File: src/rtl/core/tbrp_pkg.sv
// ----------------------------------------------------------------------------
// tbrp_pkg
// Shared types, sizes and helpers of the transmit byte ring packetizer.
// ----------------------------------------------------------------------------
package tbrp_pkg;

  localparam int RING_DEPTH = 256;
  localparam int PACKET_MAX = 64;

  localparam int PtrW = $clog2(RING_DEPTH);
  localparam int OccW = PtrW + 1;
  localparam int CntW = $clog2(PACKET_MAX + 1);
  localparam int ByteW = 8;

  typedef logic [PtrW-1:0] tbrp_ptr_t;
  typedef logic [CntW-1:0] tbrp_cnt_t;

  typedef enum logic [0:0] {
    OP_SEND = 1'b0,
    OP_DONE = 1'b1
  } tbrp_op_e;

  typedef struct packed {
    tbrp_op_e         opcode;
    logic [ByteW-1:0] send_byte;
  } tbrp_in_t;

  typedef struct packed {
    logic [ByteW-1:0] packet_byte;
    logic             packet_last;
  } tbrp_out_t;

  typedef struct packed {
    tbrp_cnt_t count;
  } tbrp_cmd_t;

  typedef struct packed {
    logic             we;
    tbrp_ptr_t        addr;
    logic [ByteW-1:0] data;
  } tbrp_wr_t;

  typedef struct packed {
    logic      re;
    tbrp_ptr_t addr;
  } tbrp_rd_t;

  function automatic tbrp_ptr_t ring_next(tbrp_ptr_t p);
    if (p == PtrW'(RING_DEPTH - 1)) begin
      return '0;
    end
    return p + 1'b1;
  endfunction

endpackage

File: src/rtl/core/tbrp_ram.sv
// ----------------------------------------------------------------------------
// tbrp_ram
// Simple dual-port RAM, one write port and one registered read port.
// ----------------------------------------------------------------------------
module tbrp_ram #(
  parameter int DEPTH = 256,
  parameter int WIDTH = 8
) (
  input  logic                     clk_i,
  input  logic                     we_i,
  input  logic [$clog2(DEPTH)-1:0] waddr_i,
  input  logic [WIDTH-1:0]         wdata_i,
  input  logic                     re_i,
  input  logic [$clog2(DEPTH)-1:0] raddr_i,
  output logic [WIDTH-1:0]         rdata_o
);

  logic [WIDTH-1:0] mem [DEPTH];
  logic [WIDTH-1:0] rdata_q;

  always_ff @(posedge clk_i) begin
    if (we_i) begin
      mem[waddr_i] <= wdata_i;
    end
  end

  always_ff @(posedge clk_i) begin
    if (re_i) begin
      rdata_q <= mem[raddr_i];
    end
  end

  assign rdata_o = rdata_q;

endmodule

File: src/rtl/core/tbrp_front.sv
// ----------------------------------------------------------------------------
// tbrp_front
// Accepts words, writes bytes into the ring and sizes each packet to drain.
// ----------------------------------------------------------------------------
module tbrp_front
  import tbrp_pkg::*;
(
  input  logic      clk_i,
  input  logic      rst_ni,
  input  logic      cfg_valid_i,
  input  logic      cfg_data_i,
  input  logic      push_i,
  input  tbrp_in_t  item_i,
  output logic      full_o,
  input  tbrp_ptr_t prp_i,
  output tbrp_wr_t  wr_o,
  output logic      cmd_push_o,
  output tbrp_cmd_t cmd_o,
  input  logic      cmd_full_i
);

  logic      en_q, busy_q;
  tbrp_ptr_t wp_q, wp_d, lrp_q, lrp_d;
  logic      busy_d;
  tbrp_ptr_t nxt_wp;
  logic      log_full, phys_full, acc, do_write, live, drain;
  logic [OccW-1:0] occ, sum;
  tbrp_cnt_t cnt;

  assign nxt_wp    = ring_next(wp_q);
  assign log_full  = (nxt_wp == lrp_q);
  assign phys_full = (nxt_wp == prp_i);
  assign full_o    = cmd_full_i || (phys_full && !log_full);
  assign acc       = push_i && !full_o;
  assign do_write  = acc && (item_i.opcode == OP_SEND) && en_q && !log_full;
  assign live      = acc && ((item_i.opcode == OP_DONE) || en_q);

  always_comb begin
    wp_d   = do_write ? nxt_wp : wp_q;
    busy_d = (item_i.opcode == OP_DONE) ? 1'b0 : busy_q;
    if (wp_d >= lrp_q) begin
      occ = {1'b0, wp_d} - {1'b0, lrp_q};
    end else begin
      occ = {1'b0, wp_d} + OccW'(RING_DEPTH) - {1'b0, lrp_q};
    end
    cnt   = (int'(occ) > PACKET_MAX) ? CntW'(PACKET_MAX) : CntW'(occ);
    drain = live && !busy_d && (wp_d != lrp_q);
    sum   = {1'b0, lrp_q} + OccW'(cnt);
    if (int'(sum) >= RING_DEPTH) begin
      lrp_d = PtrW'(sum - OccW'(RING_DEPTH));
    end else begin
      lrp_d = sum[PtrW-1:0];
    end
  end

  always_ff @(posedge clk_i or negedge rst_ni) begin
    if (!rst_ni) begin
      en_q   <= 1'b0;
      busy_q <= 1'b0;
      wp_q   <= '0;
      lrp_q  <= '0;
    end else begin
      if (cfg_valid_i) begin
        en_q <= cfg_data_i;
      end
      if (acc) begin
        wp_q <= wp_d;
      end
      if (live) begin
        busy_q <= drain ? 1'b1 : busy_d;
      end
      if (drain) begin
        lrp_q <= lrp_d;
      end
    end
  end

  assign wr_o.we     = do_write;
  assign wr_o.addr   = wp_q;
  assign wr_o.data   = item_i.send_byte;
  assign cmd_push_o  = drain;
  assign cmd_o.count = cnt;

endmodule

File: src/rtl/core/tbrp_cmd_q.sv
// ----------------------------------------------------------------------------
// tbrp_cmd_q
// Two-entry queue of packet commands between front and back.
// ----------------------------------------------------------------------------
module tbrp_cmd_q
  import tbrp_pkg::*;
(
  input  logic      clk_i,
  input  logic      rst_ni,
  input  logic      push_i,
  input  tbrp_cmd_t cmd_i,
  output logic      full_o,
  input  logic      pop_i,
  output logic      valid_o,
  output tbrp_cmd_t cmd_o
);

  tbrp_cmd_t   ent_q [2];
  logic        wr_q, rd_q;
  logic [1:0]  cnt_q;
  logic        do_push, do_pop;

  assign full_o  = (cnt_q == 2'd2);
  assign valid_o = (cnt_q != 2'd0);
  assign cmd_o   = ent_q[rd_q];
  assign do_push = push_i && !full_o;
  assign do_pop  = pop_i && valid_o;

  always_ff @(posedge clk_i) begin
    if (do_push) begin
      ent_q[wr_q] <= cmd_i;
    end
  end

  always_ff @(posedge clk_i or negedge rst_ni) begin
    if (!rst_ni) begin
      wr_q  <= 1'b0;
      rd_q  <= 1'b0;
      cnt_q <= 2'd0;
    end else begin
      if (do_push) begin
        wr_q <= ~wr_q;
      end
      if (do_pop) begin
        rd_q <= ~rd_q;
      end
      cnt_q <= cnt_q + {1'b0, do_push} - {1'b0, do_pop};
    end
  end

endmodule

File: src/rtl/core/tbrp_back.sv
// ----------------------------------------------------------------------------
// tbrp_back
// Reads each packet out of the ring and queues its bytes for the consumer.
// ----------------------------------------------------------------------------
module tbrp_back
  import tbrp_pkg::*;
(
  input  logic             clk_i,
  input  logic             rst_ni,
  input  logic             cmd_valid_i,
  input  tbrp_cmd_t        cmd_i,
  output logic             cmd_pop_o,
  output tbrp_rd_t         rd_o,
  input  logic [ByteW-1:0] rdata_i,
  output tbrp_ptr_t        prp_o,
  output logic             empty_o,
  input  logic             pop_i,
  output tbrp_out_t        item_o
);

  logic       active_q, rd_pend_q, rd_last_q;
  tbrp_cnt_t  remain_q;
  tbrp_ptr_t  prp_q;
  logic       load, issue, opush, opop;
  tbrp_out_t  oq_q [4];
  logic [1:0] owr_q, ord_q;
  logic [2:0] ocnt_q;

  assign load      = !active_q && cmd_valid_i;
  assign cmd_pop_o = load;
  assign issue     = active_q && ((ocnt_q + {2'b0, rd_pend_q}) < 3'd4);
  assign rd_o.re   = issue;
  assign rd_o.addr = prp_q;
  assign prp_o     = prp_q;
  assign opush     = rd_pend_q;
  assign opop      = pop_i && !empty_o;
  assign empty_o   = (ocnt_q == 3'd0);
  assign item_o    = oq_q[ord_q];

  always_ff @(posedge clk_i) begin
    if (opush) begin
      oq_q[owr_q] <= '{packet_byte: rdata_i, packet_last: rd_last_q};
    end
  end

  always_ff @(posedge clk_i or negedge rst_ni) begin
    if (!rst_ni) begin
      active_q  <= 1'b0;
      rd_pend_q <= 1'b0;
      rd_last_q <= 1'b0;
      remain_q  <= '0;
      prp_q     <= '0;
      owr_q     <= '0;
      ord_q     <= '0;
      ocnt_q    <= '0;
    end else begin
      rd_pend_q <= issue;
      rd_last_q <= issue && (remain_q == CntW'(1));
      if (load) begin
        active_q <= 1'b1;
        remain_q <= cmd_i.count;
      end else if (issue) begin
        remain_q <= remain_q - 1'b1;
        prp_q    <= ring_next(prp_q);
        if (remain_q == CntW'(1)) begin
          active_q <= 1'b0;
        end
      end
      if (opush) begin
        owr_q <= owr_q + 1'b1;
      end
      if (opop) begin
        ord_q <= ord_q + 1'b1;
      end
      ocnt_q <= ocnt_q + {2'b0, opush} - {2'b0, opop};
    end
  end

endmodule

File: src/rtl/core/tx_byte_ring_packetizer.sv
// ----------------------------------------------------------------------------
// tx_byte_ring_packetizer
// Byte ring with packet draining for the transmit side of a serial bridge.
//
//   channel   handshake          payload
//   input     push / full        in_item_i   (opcode, send_byte)
//   result    empty / pop        out_item_o  (packet_byte, packet_last)
//   config    cfg_valid/ready    cfg_data_i  (link_enable)
//
// One input word per cycle while full is low; a packet of N bytes leaves at one byte
// per cycle while the output queue has room, paced by the ring RAM read port.
// full rises while two packet commands wait, or while a write would land on
// ring bytes that the back end has not read out yet.
// Reset is asynchronous, active low; ring contents are not cleared.
// ----------------------------------------------------------------------------
module tx_byte_ring_packetizer
  import tbrp_pkg::*;
(
  input  logic      clk_i,
  input  logic      rst_ni,
  input  logic      cfg_valid_i,
  output logic      cfg_ready_o,
  input  logic      cfg_data_i,
  input  logic      push,
  output logic      full,
  input  tbrp_in_t  in_item_i,
  output logic      empty,
  input  logic      pop,
  output tbrp_out_t out_item_o
);

  tbrp_wr_t         wr;
  tbrp_rd_t         rd;
  tbrp_ptr_t        prp;
  tbrp_cmd_t        cmd_in, cmd_out;
  logic             cmd_push, cmd_full, cmd_valid, cmd_pop;
  logic [ByteW-1:0] rdata;

  assign cfg_ready_o = 1'b1;

  tbrp_front u_front (
    .clk_i      (clk_i),
    .rst_ni     (rst_ni),
    .cfg_valid_i(cfg_valid_i),
    .cfg_data_i (cfg_data_i),
    .push_i     (push),
    .item_i     (in_item_i),
    .full_o     (full),
    .prp_i      (prp),
    .wr_o       (wr),
    .cmd_push_o (cmd_push),
    .cmd_o      (cmd_in),
    .cmd_full_i (cmd_full)
  );

  tbrp_cmd_q u_cmd_q (
    .clk_i  (clk_i),
    .rst_ni (rst_ni),
    .push_i (cmd_push),
    .cmd_i  (cmd_in),
    .full_o (cmd_full),
    .pop_i  (cmd_pop),
    .valid_o(cmd_valid),
    .cmd_o  (cmd_out)
  );

  tbrp_ram #(
    .DEPTH(RING_DEPTH),
    .WIDTH(ByteW)
  ) u_ram (
    .clk_i  (clk_i),
    .we_i   (wr.we),
    .waddr_i(wr.addr),
    .wdata_i(wr.data),
    .re_i   (rd.re),
    .raddr_i(rd.addr),
    .rdata_o(rdata)
  );

  tbrp_back u_back (
    .clk_i      (clk_i),
    .rst_ni     (rst_ni),
    .cmd_valid_i(cmd_valid),
    .cmd_i      (cmd_out),
    .cmd_pop_o  (cmd_pop),
    .rd_o       (rd),
    .rdata_i    (rdata),
    .prp_o      (prp),
    .empty_o    (empty),
    .pop_i      (pop),
    .item_o     (out_item_o)
  );

  a_cmd_no_overflow: assert property (@(posedge clk_i) disable iff (!rst_ni)
    cmd_push |-> !cmd_full)
    else $error("packet command pushed into a full queue");

  a_ring_no_clobber: assert property (@(posedge clk_i) disable iff (!rst_ni)
    wr.we |-> (ring_next(wr.addr) != prp))
    else $error("ring write over unread byte");

  a_no_read_on_write: assert property (@(posedge clk_i) disable iff (!rst_ni)
    (wr.we && rd.re) |-> (wr.addr != rd.addr))
    else $error("ring read and write hit the same entry");

endmodule
File: config.mk
export PLATFORM = sky130hd
export DESIGN_NAME = tx_byte_ring_packetizer
export DESIGN_NICKNAME = d
export VERILOG_FILES = /design/src/rtl/core/tbrp_pkg.sv /design/src/rtl/core/tbrp_ram.sv /design/src/rtl/core/tbrp_front.sv /design/src/rtl/core/tbrp_cmd_q.sv /design/src/rtl/core/tbrp_back.sv /design/src/rtl/core/tx_byte_ring_packetizer.sv
export SDC_FILE = /design/constraint.sdc
export NUM_CORES = 2
export LEC_CHECK = 0
export ABC_AREA = 1
export ABC_CLOCK_PERIOD_IN_PS = 14400
export CORE_ASPECT_RATIO = 0.75
export CORE_UTILIZATION = 40
export DETAILED_ROUTE_END_ITERATION = 16
export DONT_BUFFER_PORTS = 1
export SYNTH_ARGS = -nofsm -noshare
export SYNTH_HDL_FRONTEND = slang
export SYNTH_SLANG_ARGS = --single-unit
File: constraint.sdc
create_clock -name clk_i -period 14.4 [get_ports clk_i]
set_input_delay 1.44 -clock clk_i [delete_from_list [all_inputs] [get_ports clk_i]]
set_output_delay 1.44 -clock clk_i [all_outputs]
set_load 0.01 [all_outputs]
==> PnR_summary.wiki <==
{| class="wikitable"
! Metric !! Value
|-
| CTS H-tree lvls || 4
|-
| DRC violation total after the first TritonRoute iteration || roughly 7000
|-
| Fraction of registers with async set/reset || 0.02183
|-
| Post-synth net total || slightly below 7000
|-
| Final count of negative-setup-slack endpoints || 0
|-
| Maximum vdd ir drop || approximately 0.16 mV
|-
| Worst-margin pin slew || approximately 1200 ps
|-
| CP Class || flop to flop
|-
| CP startpoint kind || flop
|-
| Number of sinks on the clock net || between 2000 and 2500
|-
| Worst Hold Class || input port to asynchronous set/reset pin
|-
| Master cell of the clock root buffer || sky130_fd_sc_hd__clkbuf_16
|-
| Max-slew headroom at the worst pin || 0.2110
|-
| Post-CTS sizing || 0
|-
| Vias in the first global route || 51020
|-
| Starting Density || 0.4024
|-
| P&R area growth vs syn || 9.962%
|-
| Main flop type after synthesis || sky130_fd_sc_hd__edfxtp_1
|-
| Final worst clock skew || approximately 60 ps
|-
| Min setup slack post-route || 6796 ps
|-
| Die X-Extent || around 540 µm
|-
| Core Footprint || 0.2139 mm²
|-
| Area of the mapped netlist || between 0.08 and 0.09 mm²
|-
| Top area cells in the synthesized netlist || sky130_fd_sc_hd__edfxtp_1 73%, sky130_fd_sc_hd__o21ai_0 6.4%, sky130_fd_sc_hd__nor2_1 6.2%
|-
| Destination of the critical timing path || u_front.lrp_q[6]
|-
| DR pass1 iterations || 6
|-
| Antenna violations before repair || 7
|-
| Filler Cell Count || about 19000
|-
| Count of endpoints failing hold in the final timing report || 0
|-
| Max-capacitance violation count || 0
|-
| Top fanout value on the critical path || about 170
|-
| Number of nets with antenna violations after detailed routing || 0
|-
| Power per standard cell area || ~190 mW/mm²
|-
| Floorplan row count || 147
|-
| CP Capture Type || flop
|-
| Data required time of the worst path || 15160 ps
|-
| Maximum number of pins on one net before global-route repair || approximately 260
|-
| DRC violation count after routing || 0
|-
| Hold-fix buffers at CTS || 0
|-
| Leakage Power || between 20 and 30 nW
|-
| Number of buffers added by the clock tree synthesis step || between 200 and 250
|-
| Syn Area/Cell || between 10 and 15 µm²
|-
| Global-route wire length before repair || about 350000 µm
|-
| Post-CTS setup buffers || 0
|-
| Setup repair after global routing missed its margin || false
|-
| CTS tree || built
|-
| Sequential share of the synthesized area || 0.7484
|-
| Sum Neg Setup Slack || 0 ps
|-
| CTS clock-pin slew for the worst setup and hold paths || around 70 ps
|-
| Reg2Reg Launch Point || u_back.prp_o[0]
|-
| Count of cell types in the netlist || 41
|-
| Full die area || ~0.22 mm²
|-
| Highest cell delay on the worst timing path || between 800 and 900 ps
|-
| Worst path arrival time || approximately 8400 ps
|-
| Cell with the most instances on the worst path || sky130_fd_sc_hd__nand2_1
|-
| Critical register-to-register path endpoint || u_front.lrp_q[6]
|-
| Via count || ~55000
|-
| Skew-Pair Late Insertion Delay || a little under 900 ps
|-
| Total global routing overflow || 0
|-
| Shortest period the worst path allows || 7604 ps
|-
| Die height || a little over 400 µm
|-
| Per-cell via count in the routed design || 5.789
|-
| Outcome || finished clean
|-
| Number of top-level design ports || 27
|-
| Area share of the largest cell type after synthesis || 0.7347
|-
| Average wire per standard cell || about 25 µm
|-
| Yosys reg bits || between 2000 and 2500
|-
| Number of enable-type register cells in the synthesized netlist || 2106
|-
| GRT Total Usage || 0.2168
|-
| Share of the clock period used by the worst path || 0.5281
|-
| Reg2Reg Setup Slack || around 6800 ps
|-
| Pre-CTS setup slack || slightly below 7000 ps
|-
| Sum of net half-perimeters after detailed placement || roughly 130000 µm
|-
| Number of cells traversed by the worst register-to-register path || 29
|-
| Critical path launch point || u_back.prp_o[0]
|-
| Slowest cell on the critical path || sky130_fd_sc_hd__nand3_1
|-
| Peak clock frequency supported by timing || 131.5 MHz
|-
| Final weighted congestion in routability-driven placement || ~0.88
|-
| IO Port Bufs || 0
|-
| Number of nets in the layout || 6550
|-
| Fraction of layout cells with a size suffix above 1 || 0.05311
|-
| Final wirelength || 240000 µm
|-
| Bufs on Longest Clock Path || 4
|-
| Synth warn || 0
|-
| Number of pins with negative max-slew slack in the final report || 0
|-
| Number of cells produced by synthesis || approximately 6700
|-
| Largest area contributor in the netlist || sky130_fd_sc_hd__edfxtp_1
|}
[power by group]
group | internal, mW | leakage [nW] | switching (mW)
logic | 1.51 | 7.03 | 4.42
clock network | 2.88 | 3.01 | 2.30
registers | 7.04 | 19.5 | 0.179
total | 11.4 | 29.6 | 6.91
[synthesized netlist by cell type (10+ instances only)]
master and number:
sky130_fd_sc_hd__edfxtp_1 2106, sky130_fd_sc_hd__nor2_1 1417, sky130_fd_sc_hd__o21ai_0 1094, sky130_fd_sc_hd__clkbuf_1 445
sky130_fd_sc_hd__nand2_1 367, sky130_fd_sc_hd__nand3_1 306, sky130_fd_sc_hd__o22ai_1 304, sky130_fd_sc_hd__o221ai_1 159
sky130_fd_sc_hd__a21oi_1 99, sky130_fd_sc_hd__o211ai_1 94, sky130_fd_sc_hd__inv_1 79, sky130_fd_sc_hd__dfrtp_1 47
sky130_fd_sc_hd__nand4_1 46, sky130_fd_sc_hd__ha_1 32, sky130_fd_sc_hd__buf_1 25, sky130_fd_sc_hd__xor2_1 25
sky130_fd_sc_hd__buf_2 13, sky130_fd_sc_hd__nand4_2 10
[sequential cells by signal (all words and copies together) (netlist names), 2 cells and up]
| name | count |
|---|---|
| u_back.owr_q | 2 |
| u_front.lrp_q | 8 |
| u_ram.rdata_o | 8 |
| u_cmd_q.cnt_q | 2 |
| u_front.wp_q | 8 |
| u_back.remain_q | 7 |
| u_back.oq_q | 36 |
| u_ram.mem | 2048 |
| u_cmd_q.ent_q | 14 |
| u_back.ocnt_q | 3 |
| u_back.ord_q | 2 |
| u_back.prp_o | 8 |
[cells in the final DEF, fill, tap and decap left out, types with 3 or more instances in the layout]
cell type / synthesis / routed
sky130_fd_sc_hd__a21oi_1: 99 / 99
sky130_fd_sc_hd__a31oi_1: 3 / 3
sky130_fd_sc_hd__buf_12: 0 / 6
sky130_fd_sc_hd__buf_4: 3 / 64
sky130_fd_sc_hd__bufinv_16: 0 / 13
sky130_fd_sc_hd__clkbuf_1: 445 / 50
sky130_fd_sc_hd__clkbuf_16: 0 / 209
sky130_fd_sc_hd__clkinv_1: 6 / 52
sky130_fd_sc_hd__clkinv_2: 0 / 18
sky130_fd_sc_hd__clkinv_4: 0 / 6
sky130_fd_sc_hd__clkinvlp_4: 0 / 5
sky130_fd_sc_hd__dfrtp_1: 47 / 43
sky130_fd_sc_hd__dfrtp_4: 0 / 3
sky130_fd_sc_hd__edfxtp_1: 2106 / 2106
sky130_fd_sc_hd__ha_1: 32 / 32
sky130_fd_sc_hd__inv_1: 79 / 77
sky130_fd_sc_hd__inv_6: 0 / 3
sky130_fd_sc_hd__nand2_1: 367 / 367
sky130_fd_sc_hd__nand3_1: 306 / 306
sky130_fd_sc_hd__nand4_1: 46 / 46
sky130_fd_sc_hd__nand4_2: 10 / 8
sky130_fd_sc_hd__nor2_1: 1417 / 1416
sky130_fd_sc_hd__nor3_1: 4 / 4
sky130_fd_sc_hd__o211ai_1: 94 / 94
sky130_fd_sc_hd__o21ai_0: 1094 / 1094
sky130_fd_sc_hd__o221ai_1: 159 / 159
sky130_fd_sc_hd__o22ai_1: 304 / 304
sky130_fd_sc_hd__xnor2_1: 4 / 4
sky130_fd_sc_hd__xor2_1: 25 / 25
[layer usage]
layer / up-vias / share of wire / global-route usage / wire length [µm]
met5: - / 0 / 0 / 0
met3: 347 / 0.10 / 0.05198 / 24340
met2: 2571 / 0.42 / 0.3062 / 101300
met4: 0 / 0.027 / 0.05829 / 6441
met1: 27460 / 0.45 / 0.3313 / 108000
li1: 24500 / - / - / -
[worst min-delay path by stage]
stage / start / end / slack (ps) / cells past startpoint
4_1_cts: rst_ni / u_front.wp_q[1] / 250 / 0
3_3_place_gp: u_cmd_q.wr_q / u_cmd_q.wr_q / 460 / 2
5_1_grt: rst_ni / u_front.wp_q[1] / 270 / 0
6_report: rst_ni / u_front.wp_q[1] / 310 / 0
2_1_floorplan: u_cmd_q.wr_q / u_cmd_q.wr_q / 440 / 2
3_5_place_dp: u_cmd_q.wr_q / u_cmd_q.wr_q / 460 / 2
[logic make-up after synthesis]
logic type / Yosys count / share of synthesized area
fa+ha+maj: 34 / 0.005117
xor+xnor: 29 / 0.002951
flops: 2153 / 0.7484
compound gates: 1761 / 0.1169
buf+inv: 574 / 0.02535
simple gates: 2158 / 0.1013
other cells: 1 / 0.00004357
[worst max-delay path, delay by kind of cell (launching register included)]
family,cells,cell delay (ps)
simple gates,14,2510
flops,1,700
compound gates,9,2200
buf+inv,2,770
fa+ha+maj,2,750
xor+xnor,2,390
[metrics by stage]
step	hold WS [ps]	total power, mW	instances	utilization	area (µm²)
6_report	308.2	18.33	9479	0.4425	94650
5_1_grt	270.7	19.12	9478	0.4425	94650
4_1_cts	253.4	18.27	9478	0.4425	94650
3_5_place_dp	458.4	13.15	9125	0.4134	88430
3_3_place_gp	457.0	13.09	9125	0.4134	88430
2_1_floorplan	441.9	10.94	6710	-	86080
[final cells by class]
type	count	area, µm²	area share
Multi-Input combinational cell	3983	19500	0.2060
Clock inverter	94	800.8	0.008460
Inverter	88	355.3	0.003754
Clock buffer	259	5418	0.05724
Antenna cell	1	2.502	0.00002644
Timing Repair Buffer	70	600.6	0.006345
Sequential cell	2153	64430	0.6807
Tap cell	2831	3542	0.03742
(Power assumes the default switching activity.)
